[src/sv/cosim_pkg.sv]
// Shared types and constants for the cosine similarity block.
// No dependencies; imported by every module of the block.
`timescale 1ns / 1ps
`default_nettype none
package cosim_pkg;

    localparam int ELEM_W      = 16;
    localparam int ACC_W       = 48;
    localparam int COUNT_W     = 17;
    localparam int MAX_LENGTH  = 65536;
    localparam int COS_W       = 16;
    localparam int MAG_W       = 15;          // cosine magnitude bits
    localparam int CHUNK_W     = 16;          // multiplier narrow operand
    localparam int WIDE_W      = 128;         // product / compare width
    localparam int P_W         = 96;          // sum_sq_a * sum_sq_b

    typedef enum logic [3:0] {
        ST_IDLE,
        ST_PMUL,
        ST_PSAVE,
        ST_RMUL,
        ST_RSAVE,
        ST_KSQ,
        ST_KMUL,
        ST_TEST,
        ST_OUT
    } cosim_state_t;

    typedef enum logic [3:0] {
        OP_NONE,
        OP_ACC,        // accumulate one element pair
        OP_MUL_P,      // acc += sum_sq_a * sum_sq_b chunk
        OP_SAVE_P,
        OP_MUL_R,      // acc += mag * mag chunk
        OP_SAVE_R,
        OP_KSQ,        // k2 = (2*trial-1)^2
        OP_MUL_K,      // acc += k2 * P chunk
        OP_TEST,
        OP_LOAD
    } cosim_op_t;

    typedef struct packed {
        cosim_op_t  op;
        logic [2:0] chunk;
        logic [3:0] bit_idx;
    } cosim_cmd_t;

endpackage
`default_nettype wire

[src/sv/cosim_ctrl.sv]
// Sequencer for the cosine similarity block: handshakes and command issue.
// Depends on cosim_pkg.
`timescale 1ns / 1ps
`default_nettype none
module cosim_ctrl
    import cosim_pkg::*;
(
    input  wire logic       clk,
    input  wire logic       rst_n,
    input  wire logic       elem_valid,
    output logic            elem_stall,
    input  wire logic       last,
    output logic            result_valid,
    input  wire logic       result_stall,
    output cosim_cmd_t      cmd
);

    cosim_state_t state_reg, state_next;
    logic [2:0]   chunk_reg, chunk_next;
    logic [3:0]   bit_reg, bit_next;
    logic         result_valid_reg, result_valid_next;
    logic         out_busy;

    assign out_busy = result_valid_reg && result_stall;

    always_comb
    begin
        state_next = state_reg;
        chunk_next = chunk_reg;
        bit_next   = bit_reg;
        unique case (state_reg)
            ST_IDLE:
            begin
                chunk_next = 3'd0;
                if (elem_valid && last)
                begin
                    state_next = ST_PMUL;
                end
            end
            ST_PMUL:
            begin
                chunk_next = chunk_reg + 3'd1;
                if (chunk_reg == 3'd2)
                begin
                    state_next = ST_PSAVE;
                end
            end
            ST_PSAVE:
            begin
                chunk_next = 3'd0;
                state_next = ST_RMUL;
            end
            ST_RMUL:
            begin
                chunk_next = chunk_reg + 3'd1;
                if (chunk_reg == 3'd2)
                begin
                    state_next = ST_RSAVE;
                end
            end
            ST_RSAVE:
            begin
                bit_next   = 4'(MAG_W - 1);
                state_next = ST_KSQ;
            end
            ST_KSQ:
            begin
                chunk_next = 3'd0;
                state_next = ST_KMUL;
            end
            ST_KMUL:
            begin
                chunk_next = chunk_reg + 3'd1;
                if (chunk_reg == 3'd5)
                begin
                    state_next = ST_TEST;
                end
            end
            ST_TEST:
            begin
                bit_next = bit_reg - 4'd1;
                if (bit_reg == 4'd0)
                begin
                    state_next = ST_OUT;
                end
                else
                begin
                    state_next = ST_KSQ;
                end
            end
            ST_OUT:
            begin
                if (!out_busy)
                begin
                    state_next = ST_IDLE;
                end
            end
            default:
            begin
                state_next = ST_IDLE;
            end
        endcase
    end

    always_comb
    begin
        cmd.op            = OP_NONE;
        cmd.chunk         = chunk_reg;
        cmd.bit_idx       = bit_reg;
        elem_stall        = 1'b1;
        result_valid_next = result_valid_reg && result_stall;
        unique case (state_reg)
            ST_IDLE:
            begin
                elem_stall = 1'b0;
                if (elem_valid)
                begin
                    cmd.op = OP_ACC;
                end
            end
            ST_PMUL:  cmd.op = OP_MUL_P;
            ST_PSAVE: cmd.op = OP_SAVE_P;
            ST_RMUL:  cmd.op = OP_MUL_R;
            ST_RSAVE: cmd.op = OP_SAVE_R;
            ST_KSQ:   cmd.op = OP_KSQ;
            ST_KMUL:  cmd.op = OP_MUL_K;
            ST_TEST:  cmd.op = OP_TEST;
            ST_OUT:
            begin
                if (!out_busy)
                begin
                    cmd.op            = OP_LOAD;
                    result_valid_next = 1'b1;
                end
            end
            default:  cmd.op = OP_NONE;
        endcase
    end

    always_ff @(posedge clk or negedge rst_n)
    begin
        if (!rst_n)
        begin
            state_reg        <= ST_IDLE;
            chunk_reg        <= 3'd0;
            bit_reg          <= 4'd0;
            result_valid_reg <= 1'b0;
        end
        else
        begin
            state_reg        <= state_next;
            chunk_reg        <= chunk_next;
            bit_reg          <= bit_next;
            result_valid_reg <= result_valid_next;
        end
    end

    assign result_valid = result_valid_reg;

endmodule
`default_nettype wire

[config.mk]
export PLATFORM = sky130hd
export DESIGN_NAME = cosim_ctrl
export DESIGN_NICKNAME = d
export VERILOG_FILES = /design/src/sv/cosim_pkg.sv /design/src/sv/cosim_ctrl.sv
export SDC_FILE = /design/constraint.sdc
export NUM_CORES = 1
export LEC_CHECK = 0
export ABC_AREA = 1
export CAP_MARGIN = 40
export CORE_AREA = 2 2 39 41
export DETAILED_ROUTE_END_ITERATION = 8
export DIE_AREA = 0 0 41 43
export DONT_BUFFER_PORTS = 1
export PLACE_DENSITY = 0.72
export SYNTH_ARGS = -nofsm -noshare
export SYNTH_HDL_FRONTEND = slang
export SYNTH_SLANG_ARGS = --single-unit
[constraint.sdc]
create_clock -name clk -period 2.9 [get_ports clk]
set_input_delay 0.145 -clock clk [delete_from_list [all_inputs] [get_ports clk]]
set_output_delay 0.145 -clock clk [all_outputs]
set_load 0.01 [all_outputs]
==> reports/metrics.cfg <==
[clock_tree]
cts.sinks=12
cts_setup_buffers=0
clkLatencyLatePin_ns=0.27
numCtsBuffers=3
cts_resized=0
cts_buffer_depth=2
htree_levels=1
clockRootBuffer=clkbuf_4
cts.clk_slew.worst_paths_ns=0.08
cts_tree=done

[floorplan]
die_w_um=41
core_area_um2=1380
io_pins=18
fp.dieH_um=43
design.die.area_um2=1760
start_util_pct=52.9
row_count=14

[yosys]
syn_area_um2=732
synth_area_leader_cell=dfrtp_1
synthArstFlopShare_pct=100
synth_common_cells=nand2_1 (26), inv_1 (21), nor2_1 (14)
synth_cell_types=13
ys.warnings.count=0
synth_top_family_by_area=simple AND/OR/NAND/NOR gates
synthFlopType=dfrtp_1
syn_inst=104
syn_nets=113
synth-edff-count=0
synth-xor-area-share_pct=1.20
ys_ff_latch=12
yosysTopAreaCellShare_pct=41.0
yosysSeqAreaShare_pct=41.0
synthSimpleGateAreaFrac_pct=29.9
synthTopCellsByArea=dfrtp_1 (41%), nand2_1 (13%), inv_1 (11%)
synthAdderAreaFrac_pct=6.84
synth.most_common_cell=nand2_1
synth_compound_area_share_pct=10.3
muxShareOfSynthArea_pct=0
avgSynthCellArea_um2=7.04

[power]
p_leak_nw=0.447
ir_drop_uv=524
p_per_area_nw_per_um2=1060

[route]
routed_wl_um=1520
ant_nets=0
wl_per_cell_um=12.1
vias=650
dr.pass1.iters=4
drc=0
detail_route.iter0.violations=15
via_per_inst=5.20

[timing]
period_needed_ns=1.61
slew_headroom_pct=63.8
setup_viol=0
worst_slew_pin_slew_ns=0.542
rsz0062_at_grt=no
finalSetupTns_ns=0
hold_violations=0
slew_violations=0
timing.hold.ws_ns=0.0310
clock_skew_ns=0.000948
fmax_ghz=0.623
finalCritPeriodShare_pct=55.4

[global_route]
grt_usage_pct=20.9
grt_max_degree=13
antenna_found_initial=0
globalRouteOverflowTotal=0
grt_pass1_wl_um=2470
grt_pass1_vias=608

[worst_setup_path]
cp_slowest_cell=dfrtp_1
worst-path-max-fanout=6
startpoint_type=register
crit_chain=nor2_1 -> inv_1 -> nor2_1 -> a21oi_1 -> nand3_1
r2r_cells=5
arrival_ns=1.46
cpMostUsedCell=nor2_1
worstPathRequired_ns=2.76
cp_num_cells=5
crit_path_max_incr_delay_ns=0.43
worst-setup-path-type=reg2out
critPathTopFamily=simple AND/OR/NAND/NOR gates
critPathBufInv=1
cp-end-kind=output pin

[finish]
nets=119
fillers=132
area_growth_pct=9.06
final_layout_size_suffix_gt1_share_pct=5.50
final_core_util_pct=57.7
n_antenna_cell=0

[placement]
dp_hpwl_um=1220
port_buffers=0
place.gp.congestion=0.773

[job]
maxCapViolations=0

[outcome]
status=complete, no violations

[hold_path]
min_path_cells=2
hold_class=in2reg

## layer usage
metal  global-route usage, %  wire length, µm  up-vias
met5                       0                0        -
met4                    10.0               10        0
met3                    5.76               83        2
met2                    33.1              756       18
met1                    24.6              664      298
li1                        -                -      332
## final timing paths
kind	end	slack [ns]	start
setup / recovery	cmd[7]	1.29	state_reg[0]
hold / removal	result_valid	0.03	result_stall
setup reg to reg	state_reg[2]	1.45	state_reg[3]
hold reg to reg	state_reg[1]	0.56	state_reg[1]
max in group asynchronous	bit_reg[2]	2.25	rst_n
min in group asynchronous	chunk_reg[2]	0.29	rst_n
## final cells by class
| class | instances | area [µm²] | share of cell area, % |
|---|---|---|---|
| clock buffers | 4 | 36.3 | 4.55 |
| well taps | 16 | 20.0 | 2.51 |
| repair buffers | 1 | 10.0 | 1.25 |
| flip-flops and latches | 12 | 300 | 37.6 |
| inverters | 21 | 78.8 | 9.87 |
| multi-input cells | 71 | 353 | 44.2 |
## cell families (layout without fill, tap and decap cells)
logic type,after synthesis,after routing
adder cells (fa/ha/maj),4,4
AND/OR/NAND/NOR,52,52
XOR/XNOR,1,1
buffers and inverters,21,26
AO/OA/AOI/OAI,14,14
flip-flops,12,12
## power by group
group	leakage (nW)	switching, mW	internal (mW)
Sequential	0.147	0.0964	0.231
Combinational	0.279	0.256	0.127
Clock	0.0210	0.0567	0.0762
Total	0.447	0.409	0.435
## worst reg2reg max path, cell delays in order (launching register included)
cell and delay [ns]:
dfrtp_1 0.42, inv_1 0.12, nand2_1 0.15, o21ai_0 0.45, inv_1 0.09, a31oi_1 0.14
## cells in the final DEF, fill, tap and decap left out, drive strengths merged
master	synthesis	layout
nand3	9	9
o21ai	8	8
nand2	26	26
xor2	1	1
inv	21	21
a21oi	5	5
ha	4	4
clkbuf	0	4
dfrtp	12	12
dlygate4sd3	0	1
a31oi	1	1
nor2	15	15
nand4	2	2
## through the flow
stage | area (µm²) | power, mW | cells | worst slack, ns
global route | 798 | 0.933 | 125 | 1.19
floorplan | 732 | 0.627 | 104 | 1.66
global placement | 752 | 0.698 | 120 | 1.52
finish | 798 | 0.844 | 125 | 1.29
detailed placement | 752 | 0.712 | 120 | 1.46
CTS | 798 | 0.851 | 125 | 1.29
## timing repair
action / 4_1_cts / 5_1_grt
hold buffers: 1 / 0
hold endpoints to repair: 12 / 0
setup endpoints to repair: 0 / 0
No activity file was read; power rests on OpenSTA's default activity.
